$ cat src/rtl/core/bcrf_pkg.sv
// Package: widths, constants and payload types of the barometric climb-rate filter.
`default_nettype none

package bcrf_pkg;

	// Field widths
	localparam int PRES_W  = 25;
	localparam int TEMP_W  = 15;
	localparam int TIME_W  = 32;
	localparam int SCALE_W = 16;
	localparam int RATE_W  = 24;

	// History depth of the moving average
	localparam int AVG_DEPTH = 5;

	// Datapath widths
	localparam int MULT_W = 10;                       // width of the 625 factor
	localparam int SC_W   = SCALE_W + MULT_W;         // scale * 625
	localparam int TK_W   = 16;                       // temperature in centikelvin
	localparam int M1_W   = SC_W + PRES_W;            // scale * 625 * dP
	localparam int NUM_W  = M1_W + TK_W;              // full numerator
	localparam int DEN0_W = PRES_W + TIME_W;          // P * dt
	localparam int DEN_W  = DEN0_W + 4;               // 16 * P * dt
	localparam int QUO_W  = RATE_W;                   // quotient bits kept
	localparam int HI_W   = NUM_W - QUO_W;            // numerator bits above the quotient
	localparam int SUM_W  = RATE_W + $clog2(AVG_DEPTH);
	localparam int DREM_W = $clog2(AVG_DEPTH);

	// Step counter
	localparam int STEP_MAX = (SUM_W > PRES_W) ? SUM_W : PRES_W;
	localparam int CNT_W    = $clog2(STEP_MAX);

	// Constants
	localparam logic [SCALE_W-1:0]      SCALE_RESET  = 16'd7319;
	localparam logic [MULT_W-1:0]       SCALE_MULT   = 10'd625;
	localparam logic signed [TEMP_W+1:0] KELVIN_CENTI = 17'sd27315;
	localparam logic signed [RATE_W-1:0] RATE_MAX    = 24'sh7FFFFF;
	localparam logic signed [RATE_W-1:0] RATE_MIN    = 24'sh800000;

	// One history entry
	typedef logic signed [RATE_W-1:0] rate_t;

endpackage

`default_nettype wire

$ cat src/rtl/core/bcrf_in_if.sv
// Interface: sample channel (pressure, temperature, timestamp) with valid/ready.
`default_nettype none

interface bcrf_in_if;
	logic                                valid;
	logic                                ready;
	logic [bcrf_pkg::PRES_W-1:0]         pressure_q8;
	logic signed [bcrf_pkg::TEMP_W-1:0]  temperature_centi;
	logic [bcrf_pkg::TIME_W-1:0]         timestamp_ms;

	modport source (output valid, output pressure_q8, output temperature_centi,
		output timestamp_ms, input ready);
	modport sink (input valid, input pressure_q8, input temperature_centi,
		input timestamp_ms, output ready);
endinterface

`default_nettype wire

$ cat src/rtl/core/bcrf_out_if.sv
// Interface: result channel (mean climb rate, fault flag) with valid/ready.
`default_nettype none

interface bcrf_out_if;
	logic                        valid;
	logic                        ready;
	logic signed [bcrf_pkg::RATE_W-1:0] climb_rate_mm_s;
	logic                        rate_fault;

	modport source (output valid, output climb_rate_mm_s, output rate_fault, input ready);
	modport sink (input valid, input climb_rate_mm_s, input rate_fault, output ready);
endinterface

`default_nettype wire

$ cat src/rtl/core/barometric_climb_rate_filter.sv
// Top level: bit-serial climb-rate computation and moving-average filter.
// A sample with nonzero pressure and nonzero interval passes, after its transfer,
// through two shift-add multipliers (scale*625*dP and P*dt, one multiplier bit per
// cycle), a third for the temperature factor, one overflow check, a restoring divider
// (one quotient bit per cycle), a history push and a bit-serial divide of the SUM_W
// bit sum by the history depth for the mean. A sample with zero pressure or zero
// interval skips the multiply and divide. No new sample is taken until the result is
// loaded into the output register, where it waits while the next sample is taken;
// scale_q is written through cfg_we/cfg_wdata and resets to 7319 (Q8.8).
`default_nettype none

module barometric_climb_rate_filter (
	input  wire logic                              clk,
	input  wire logic                              arst_n,
	input  wire logic                              cfg_we,
	input  wire logic [bcrf_pkg::SCALE_W-1:0]      cfg_wdata,
	bcrf_in_if.sink                                samples,
	bcrf_out_if.source                             rates
);

	localparam int PRES_W  = bcrf_pkg::PRES_W;
	localparam int TIME_W  = bcrf_pkg::TIME_W;
	localparam int RATE_W  = bcrf_pkg::RATE_W;
	localparam int SC_W    = bcrf_pkg::SC_W;
	localparam int TK_W    = bcrf_pkg::TK_W;
	localparam int M1_W    = bcrf_pkg::M1_W;
	localparam int NUM_W   = bcrf_pkg::NUM_W;
	localparam int DEN0_W  = bcrf_pkg::DEN0_W;
	localparam int DEN_W   = bcrf_pkg::DEN_W;
	localparam int QUO_W   = bcrf_pkg::QUO_W;
	localparam int HI_W    = bcrf_pkg::HI_W;
	localparam int SUM_W   = bcrf_pkg::SUM_W;
	localparam int DREM_W  = bcrf_pkg::DREM_W;
	localparam int CNT_W   = bcrf_pkg::CNT_W;
	localparam int DEPTH   = bcrf_pkg::AVG_DEPTH;

	// Sequencer states
	localparam logic [2:0] ST_IDLE  = 3'd0;
	localparam logic [2:0] ST_MUL_A = 3'd1;
	localparam logic [2:0] ST_MUL_B = 3'd2;
	localparam logic [2:0] ST_CHECK = 3'd3;
	localparam logic [2:0] ST_DIV   = 3'd4;
	localparam logic [2:0] ST_PUSH  = 3'd5;
	localparam logic [2:0] ST_MEAN  = 3'd6;
	localparam logic [2:0] ST_DONE  = 3'd7;

	// Control and state registers
	logic [2:0]                      state_q;
	logic [CNT_W-1:0]                cnt_q;
	logic [bcrf_pkg::SCALE_W-1:0]    scale_q;
	logic [PRES_W-1:0]               last_p_q;
	logic [TIME_W-1:0]               last_t_q;
	bcrf_pkg::rate_t                 hist_q [DEPTH];
	logic signed [SUM_W-1:0]         sum_q;
	logic                            out_valid_q;

	// Payload registers
	logic [SC_W-1:0]                 sc_q;
	logic [TIME_W-1:0]               dt_q;
	logic                            neg_q;
	logic                            fault_q;
	logic [M1_W-1:0]                 p1_q;
	logic [DEN0_W-1:0]               pd_q;
	logic [NUM_W-1:0]                pn_q;
	logic [DEN_W-1:0]                rem_q;
	logic [QUO_W-1:0]                q_q;
	logic                            ovf_q;
	logic                            msgn_q;
	logic [SUM_W-1:0]                md_q;
	logic [DREM_W-1:0]               mrem_q;
	logic signed [RATE_W-1:0]        out_rate_q;
	logic                            out_fault_q;

	// Combinational signals
	logic                            in_xfer;
	logic [TIME_W-1:0]               dt_now;
	logic                            fault_now;
	logic                            neg_now;
	logic [PRES_W-1:0]               dp_now;
	logic signed [bcrf_pkg::TEMP_W+1:0] tk_wide;
	logic [SC_W:0]                   sum1;
	logic [TIME_W:0]                 sumd;
	logic [M1_W:0]                   sumn;
	logic [DEN_W-1:0]                den;
	logic [HI_W-1:0]                 num_hi;
	logic [DEN_W:0]                  r2;
	logic [DEN_W:0]                  r2_diff;
	logic                            r2_ge;
	bcrf_pkg::rate_t                 rate_new;
	logic                            rate_big;
	logic signed [SUM_W-1:0]         sum_next;
	logic [SUM_W-1:0]                sum_abs;
	logic [DREM_W:0]                 mr2;
	logic                            mr2_ge;
	logic signed [RATE_W-1:0]        mean;
	logic                            out_load;

	assign in_xfer       = samples.valid && samples.ready;
	assign samples.ready = (state_q == ST_IDLE);

	// Sample front end: interval, pressure change and absolute temperature
	always_comb begin
		dt_now    = samples.timestamp_ms - last_t_q;
		fault_now = (dt_now == '0) || (samples.pressure_q8 == '0);
		neg_now   = last_p_q < samples.pressure_q8;
		dp_now    = neg_now ? samples.pressure_q8 - last_p_q : last_p_q - samples.pressure_q8;
		tk_wide   = {{2{samples.temperature_centi[bcrf_pkg::TEMP_W-1]}},
			samples.temperature_centi} + bcrf_pkg::KELVIN_CENTI;
	end

	// Shift-add multiplier steps, one multiplier bit per cycle
	always_comb begin
		sum1 = {1'b0, p1_q[M1_W-1:PRES_W]} + (p1_q[0] ? {1'b0, sc_q} : '0);
		sumd = {1'b0, pd_q[DEN0_W-1:PRES_W]} + (pd_q[0] ? {1'b0, dt_q} : '0);
		sumn = {1'b0, pn_q[NUM_W-1:TK_W]} + (pn_q[0] ? {1'b0, p1_q} : '0);
	end

	// Restoring divider step; the numerator's low bits leave pn_q from the top of its low part
	always_comb begin
		den     = {pd_q, 4'b0000};
		num_hi  = pn_q[NUM_W-1:QUO_W];
		r2      = {rem_q, pn_q[QUO_W-1]};
		r2_diff = r2 - {1'b0, den};
		r2_ge   = r2 >= {1'b0, den};
	end

	// Saturated rate and the new running sum
	always_comb begin
		rate_big = ovf_q || q_q[QUO_W-1];
		if (fault_q) begin
			rate_new = '0;
		end else if (neg_q) begin
			rate_new = rate_big ? bcrf_pkg::RATE_MIN : -$signed(q_q);
		end else begin
			rate_new = rate_big ? bcrf_pkg::RATE_MAX : $signed(q_q);
		end
		sum_next = sum_q
			+ {{(SUM_W-RATE_W){rate_new[RATE_W-1]}}, rate_new}
			- {{(SUM_W-RATE_W){hist_q[DEPTH-1][RATE_W-1]}}, hist_q[DEPTH-1]};
		sum_abs  = sum_next[SUM_W-1] ? SUM_W'(-sum_next) : SUM_W'(sum_next);
	end

	// Bit-serial divide of the sum by the depth
	always_comb begin
		mr2    = {mrem_q, md_q[SUM_W-1]};
		mr2_ge = mr2 >= (DREM_W+1)'(DEPTH);
		mean   = msgn_q ? -$signed(md_q[RATE_W-1:0]) : $signed(md_q[RATE_W-1:0]);
	end

	assign out_load = (state_q == ST_DONE) && (!out_valid_q || rates.ready);

	// Sequencer, configuration, history and output valid
	always_ff @(posedge clk or negedge arst_n) begin
		if (!arst_n) begin
			state_q     <= ST_IDLE;
			cnt_q       <= '0;
			scale_q     <= bcrf_pkg::SCALE_RESET;
			last_p_q    <= '0;
			last_t_q    <= '0;
			sum_q       <= '0;
			out_valid_q <= 1'b0;
			for (int i = 0; i < DEPTH; i++) begin
				hist_q[i] <= '0;
			end
		end else begin
			if (cfg_we) begin
				scale_q <= cfg_wdata;
			end
			if (out_load) begin
				out_valid_q <= 1'b1;
			end else if (rates.ready) begin
				out_valid_q <= 1'b0;
			end
			case (state_q)
				ST_IDLE: begin
					if (in_xfer) begin
						last_p_q <= samples.pressure_q8;
						last_t_q <= samples.timestamp_ms;
						state_q  <= fault_now ? ST_PUSH : ST_MUL_A;
						cnt_q    <= CNT_W'(PRES_W - 1);
					end
				end
				ST_MUL_A: begin
					cnt_q <= cnt_q - 1'b1;
					if (cnt_q == '0) begin
						state_q <= ST_MUL_B;
						cnt_q   <= CNT_W'(TK_W - 1);
					end
				end
				ST_MUL_B: begin
					cnt_q <= cnt_q - 1'b1;
					if (cnt_q == '0) begin
						state_q <= ST_CHECK;
					end
				end
				ST_CHECK: begin
					state_q <= ST_DIV;
					cnt_q   <= CNT_W'(QUO_W - 1);
				end
				ST_DIV: begin
					cnt_q <= cnt_q - 1'b1;
					if (cnt_q == '0) begin
						state_q <= ST_PUSH;
					end
				end
				ST_PUSH: begin
					hist_q[0] <= rate_new;
					for (int i = 1; i < DEPTH; i++) begin
						hist_q[i] <= hist_q[i-1];
					end
					sum_q   <= sum_next;
					state_q <= ST_MEAN;
					cnt_q   <= CNT_W'(SUM_W - 1);
				end
				ST_MEAN: begin
					cnt_q <= cnt_q - 1'b1;
					if (cnt_q == '0) begin
						state_q <= ST_DONE;
					end
				end
				ST_DONE: begin
					if (out_load) begin
						state_q <= ST_IDLE;
					end
				end
				default: begin
					state_q <= ST_IDLE;
				end
			endcase
		end
	end

	// Datapath shift registers
	always_ff @(posedge clk) begin
		case (state_q)
			ST_IDLE: begin
				if (in_xfer) begin
					sc_q    <= SC_W'(scale_q) * SC_W'(bcrf_pkg::SCALE_MULT);
					dt_q    <= dt_now;
					neg_q   <= neg_now;
					fault_q <= fault_now;
					p1_q    <= {(M1_W-PRES_W)'(0), dp_now};
					pd_q    <= {(DEN0_W-PRES_W)'(0), samples.pressure_q8};
					pn_q    <= {(NUM_W-TK_W)'(0), tk_wide[TK_W-1:0]};
					ovf_q   <= 1'b0;
					q_q     <= '0;
				end
			end
			ST_MUL_A: begin
				p1_q <= {sum1, p1_q[PRES_W-1:1]};
				pd_q <= {sumd, pd_q[PRES_W-1:1]};
			end
			ST_MUL_B: begin
				pn_q <= {sumn, pn_q[TK_W-1:1]};
			end
			ST_CHECK: begin
				// Quotient of 2^QUO_W or more saturates anyway
				ovf_q <= DEN_W'(num_hi) >= den;
				rem_q <= DEN_W'(num_hi);
			end
			ST_DIV: begin
				rem_q <= r2_ge ? r2_diff[DEN_W-1:0] : r2[DEN_W-1:0];
				q_q   <= {q_q[QUO_W-2:0], r2_ge};
				pn_q  <= pn_q << 1;
			end
			ST_PUSH: begin
				msgn_q <= sum_next[SUM_W-1];
				md_q   <= sum_abs;
				mrem_q <= '0;
			end
			ST_MEAN: begin
				mrem_q <= mr2_ge ? DREM_W'(mr2 - (DREM_W+1)'(DEPTH)) : mr2[DREM_W-1:0];
				md_q   <= {md_q[SUM_W-2:0], mr2_ge};
			end
			ST_DONE: begin
				if (out_load) begin
					out_rate_q  <= mean;
					out_fault_q <= fault_q;
				end
			end
			default: begin
			end
		endcase
	end

	assign rates.valid           = out_valid_q;
	assign rates.climb_rate_mm_s = out_rate_q;
	assign rates.rate_fault      = out_fault_q;

	// Faulted samples bypass the multiply and divide
	a_fault_bypass: assert property (@(posedge clk) disable iff (!arst_n)
		(in_xfer && fault_now) |=> (state_q == ST_PUSH))
		else $error("faulted sample did not go straight to the history push");

	// A new result appears only out of the final state
	a_result_source: assert property (@(posedge clk) disable iff (!arst_n)
		$rose(rates.valid) |-> ($past(state_q) == ST_DONE))
		else $error("result raised outside the final state");

	// Divider remainder stays below the divisor unless the quotient already saturated
	a_div_rem: assert property (@(posedge clk) disable iff (!arst_n)
		(state_q == ST_DIV && !ovf_q) |-> (rem_q < den))
		else $error("divider remainder out of range");

	// Mean divider remainder stays below the depth
	a_mean_rem: assert property (@(posedge clk) disable iff (!arst_n)
		(state_q == ST_MEAN) |-> (mrem_q < DREM_W'(DEPTH)))
		else $error("mean remainder out of range");

	// Leaving the final state always presents a result and frees the input
	a_done_exit: assert property (@(posedge clk) disable iff (!arst_n)
		out_load |=> (rates.valid && state_q == ST_IDLE))
		else $error("result not presented after completion");

endmodule

`default_nettype wire
$ cat src/flat_wrapper.sv
// flat-port wrapper written by rule: the top's interface ports become plain ports
module barometric_climb_rate_filter_flat 
  (clk, arst_n, cfg_we, cfg_wdata, samples_valid, samples_pressure_q8, samples_temperature_centi, samples_timestamp_ms, samples_ready, rates_valid, rates_climb_rate_mm_s, rates_rate_fault, rates_ready);
  bcrf_in_if samples_i ();
  bcrf_out_if rates_i ();
  input  wire logic clk;
  input  wire logic arst_n;
  input  wire logic cfg_we;
  input  wire logic [bcrf_pkg::SCALE_W-1:0] cfg_wdata;
  input wire logic [$bits(samples_i.valid)-1:0] samples_valid;
  input wire logic [$bits(samples_i.pressure_q8)-1:0] samples_pressure_q8;
  input wire logic [$bits(samples_i.temperature_centi)-1:0] samples_temperature_centi;
  input wire logic [$bits(samples_i.timestamp_ms)-1:0] samples_timestamp_ms;
  output wire logic [$bits(samples_i.ready)-1:0] samples_ready;
  output wire logic [$bits(rates_i.valid)-1:0] rates_valid;
  output wire logic [$bits(rates_i.climb_rate_mm_s)-1:0] rates_climb_rate_mm_s;
  output wire logic [$bits(rates_i.rate_fault)-1:0] rates_rate_fault;
  input wire logic [$bits(rates_i.ready)-1:0] rates_ready;
  assign samples_i.valid = samples_valid;
  assign samples_i.pressure_q8 = samples_pressure_q8;
  assign samples_i.temperature_centi = samples_temperature_centi;
  assign samples_i.timestamp_ms = samples_timestamp_ms;
  assign samples_ready = samples_i.ready;
  assign rates_valid = rates_i.valid;
  assign rates_climb_rate_mm_s = rates_i.climb_rate_mm_s;
  assign rates_rate_fault = rates_i.rate_fault;
  assign rates_i.ready = rates_ready;
  barometric_climb_rate_filter u_core (.clk(clk), .arst_n(arst_n), .cfg_we(cfg_we), .cfg_wdata(cfg_wdata), .samples(samples_i), .rates(rates_i));
endmodule
$ cat config.mk
export PLATFORM = sky130hd
export DESIGN_NAME = barometric_climb_rate_filter_flat
export DESIGN_NICKNAME = d
export VERILOG_FILES = /design/src/rtl/core/bcrf_pkg.sv /design/src/rtl/core/bcrf_in_if.sv /design/src/rtl/core/bcrf_out_if.sv /design/src/rtl/core/barometric_climb_rate_filter.sv /design/src/flat_wrapper.sv
export SDC_FILE = /design/constraint.sdc
export NUM_CORES = 2
export LEC_CHECK = 0
export ABC_AREA = 0
export BUFFER_PORTS_ARGS = -buffer_cell sky130_fd_sc_hd__buf_2
export CORE_MARGIN = 4
export CORE_UTILIZATION = 50
export CTS_CLUSTER_DIAMETER = 30
export DETAILED_ROUTE_END_ITERATION = 10
export HOLD_SLACK_MARGIN = 0.08
export PLACE_DENSITY = 0.69
export SLEW_MARGIN = 20
export SYNTH_ARGS = -nofsm -noshare
export SYNTH_HDL_FRONTEND = slang
export SYNTH_SLANG_ARGS = --single-unit
$ cat constraint.sdc
create_clock -name clk -period 6.25 [get_ports clk]
set_input_delay 0.625 -clock clk [delete_from_list [all_inputs] [get_ports clk]]
set_output_delay 0.625 -clock clk [all_outputs]
set_load 0.02 [all_outputs]
==> metrics.yaml <==
status: "finished, final reports clean"
die-width_um: 305
crit-reg2reg-capture: "u_core.md_q[11]"
period_minus_slack_ns: 5.96
synthCells: 4980
period_share_pct: 95.3
final_cell_mix: "nand2_1 (811), inv_1 (412), o21ai_0 (397), ha_1 (387), edfxtp_1 (377)"
area_growth_pct: 16.4
grtUsageTotal_pct: 22.3
clkLatencyLatePin_ns: 0.74
worst_pin_slew_ns: 1.07
setup_viol: 0
avgSynthCellArea_um2: 8.88
synth_adder_area_share_pct: 14.1
power.leakage_nw: 23.4
grt_pass1_wl_um: 174000
fill_cells: 7570
ff2ff_path_depth: 27
syn_nets: 5531
final_hold_viol_count: 0
critical_path_class: "reg2reg"
ctsHtreeMaxLevel: 4
critPathMaxFanout: 30
worst-r2r-setup-slack_ns: 0.29
drive_above_1_share_pct: 9.85
crit_end: "u_core.md_q[11]"
synth_top_family_by_area: "compound AO/OA/AOI/OAI gates"
maxCapViolCount: 0
ys_warn_count: 0
antenna_found_initial: 4
relSlewSlack_pct: 28.5
finish.instance_area_mm2: 0.0515
synth_edf_count: 377
p_total_mw: 14.2
cts_sinks: 606
synth.ff_latch_count: 606
cts-buffers-inserted: 149
first_pass_iters: 5
clockRootBuffer: "clkbuf_16"
synthArstFlopShare_pct: 37.8
yosys.area.top_type: "edfxtp_1"
synth-compound-area-share_pct: 17.9
p_per_area_mw_per_mm2: 275
rows: 108
grt_start_max_net_pins: 124
initial_utilization_pct: 50.6
drt_wl_total_um: 105000
yosysTopAreaCellShare_pct: 25.6
synthSimpleGateAreaFrac_pct: 17.6
place_area_mm2: 0.0459
slew_violations: 0
cp-startpoint: "u_core.q_q[0]"
finalCoreUtilization_pct: 59.0
synth_cell_type_count: 99
ioPinCount: 120
holdWs_ns: 0.129
postSynth.topFlopCell: "edfxtp_1"
drcViolationCount: 0
critPathArrivalTime_ns: 6.41
final_common_cell: "nand2_1"
overflow: 0
synth_mux_area_share_pct: 0.625
drtAntennaViolNets: 0
drtIter0Drc: 2601
fin_nets: 5664
crit_required_ns: 6.71
core_mm2: 0.0873
syn_area_mm2: 0.0442
die-area_mm2: 0.0932
synth-xor-area-share_pct: 5.84
first_global_vias: 35000
hold_depth: 3
cts_tree: "done"
fin_skew_ns: 0.0286
rr_startpoint: "u_core.q_q[0]"
vias_per_cell: 5.59
peakVddDrop_mv: 0.326
port_buffers: 119
wl_per_cell_um: 16.5
path_clk_slew_ns: 0.05
fp.dieH_um: 305
hold_class: "in2reg"
cp-end-kind: "register"
cts_max_path_buffers: 3
start_kind: "register"
vias: 35800
synth_top_cells_by_area: "edfxtp_1 (26%), dfrtp_1 (13%), ha_1 (11%)"
synth-seq-area-share_pct: 38.6
dp_hpwl_um: 76200
clock.fmax_ghz: 0.168
gp_congestion: 0.902
## power breakdown
| group | leakage, nW | total (mW) | switching, mW | internal, mW |
|---|---|---|---|---|
| clock | 2.51 | 7.96 | 2.51 | 5.45 |
| sequential | 6.24 | 4.41 | 0.0268 | 4.38 |
| combinational | 14.7 | 1.79 | 0.993 | 0.800 |
## final cells by class
type                       instances  area, µm²  area share (%)
antenna                            2       5.00         0.00972
clock buffer                     176       4010            7.78
clock inverter                   100       1250            2.43
inverter                         420       1580            3.08
multi-input combinational       3758      25000            48.5
sequential                       606      17100            33.1
tap                             1155       1450            2.81
timing repair buffer             178       1130            2.20
## per-layer routing
metal  routed length, µm  up-vias  track usage, %
li1                    -    17800               -
met1               46700    17000            29.2
met2               49500      868            37.0
met3                5800      184            3.94
met4                3200        4            8.81
met5                  23        -               0
## synthesized netlist by cell type, types with 16 or more instances
library cell	n
nor2b_1	48
o21bai_1	43
o22ai_1	16
nand2_1	813
xnor2_1	168
nand4_1	53
o211ai_1	19
o21ai_0	401
a22oi_1	16
a21o_1	133
ha_1	390
edfxtp_1	377
a21oi_1	331
nor2_1	302
nor3_1	66
clkbuf_1	183
fa_1	68
and3_1	27
nand3_1	63
a31oi_1	72
or3_1	31
nor4_1	24
a211oi_1	31
xor2_1	125
dfrtp_1	221
inv_1	415
nand2b_1	53
o21a_1	49
o31ai_1	33
and2_1	147
## how the worst min path moves through the flow
| stage | start | to | slack (ns) |
|---|---|---|---|
| 3_5_place_dp | u_core.hist_q[95] | u_core.hist_q[71] | 0.45 |
| 3_3_place_gp | u_core.hist_q[91] | u_core.hist_q[67] | 0.44 |
| 5_1_grt | cfg_wdata[3] | u_core.scale_q[3] | 0.12 |
| 4_1_cts | samples_timestamp_ms[27] | u_core.last_t_q[27] | 0.08 |
| 6_report | samples_timestamp_ms[26] | u_core.last_t_q[26] | 0.13 |
| 2_1_floorplan | arst_n | u_core.cnt_q[0] | 0.33 |
## per-stage QoR
| step | TNS [ns] | setup WS [ns] | std cells |
|---|---|---|---|
| global route | -0.175 | -0.0646 | 6393 |
| detailed placement | 0 | 0.125 | 6099 |
| global placement | 0 | 0.301 | 6099 |
| finish | 0 | 0.295 | 6395 |
| CTS | 0 | 0.106 | 6389 |
| floorplan | 0 | 0.415 | 4980 |
## cells by family after synthesis
kind of cell | count (synthesis)
fa+ha+maj | 458
buf+inv | 616
flops | 606
compound gates | 1285
xor+xnor | 294
mux | 26
simple gates | 1695
## repair_timing
action | CTS | global route
setup buffers | 0 | 4
hold buffers | 14 | 0
gates resized for setup | 0 | 24
endpoints found under the hold margin | 111 | 0
endpoints found under the setup margin | 0 | 25
## critical path: stages (launching register included)
cell and delay (ns):
edfxtp_1 0.41, inv_2 0.09, ha_2 0.20, nand2_1 0.07, or3_4 0.35, or3_4 0.34
or3_4 0.39, nand2b_1 0.20, nand2b_1 0.20, o21ai_0 0.21, xor2_1 0.16, nand2_1 0.11
fa_1 0.56, inv_1 0.04, ha_1 0.32, inv_1 0.13, o21bai_1 0.10, a21o_1 0.18
a21oi_1 0.13, nor2_1 0.05, o21ai_0 0.16, nand2b_1 0.10, a221oi_2 0.32, xnor2_2 0.18
buf_12 0.19, a21boi_0 0.23, xnor2_1 0.14, o21ai_0 0.08
## flip-flops by register name, summed over array words and instances (netlist names), 3 cells and up
name                          flops
u_core.mrem_q                     3
u_core.q_q                       24
u_core.pd_q                      57
u_core.cnt_q                      5
u_core.scale_q                   16
u_core.rem_q                     61
u_core.last_t_q                  32
u_core.state_q                    3
u_core.dt_q                      32
u_core.md_q                      27
u_core.last_p_q                  25
u_core.hist_q                   120
u_core.pn_q                      67
u_core.sc_q                      26
u_core.rates.climb_rate_mm_s     24
u_core.sum_q                     27
u_core.p1_q                      51
No activity file was read; power rests on OpenSTA's default activity.
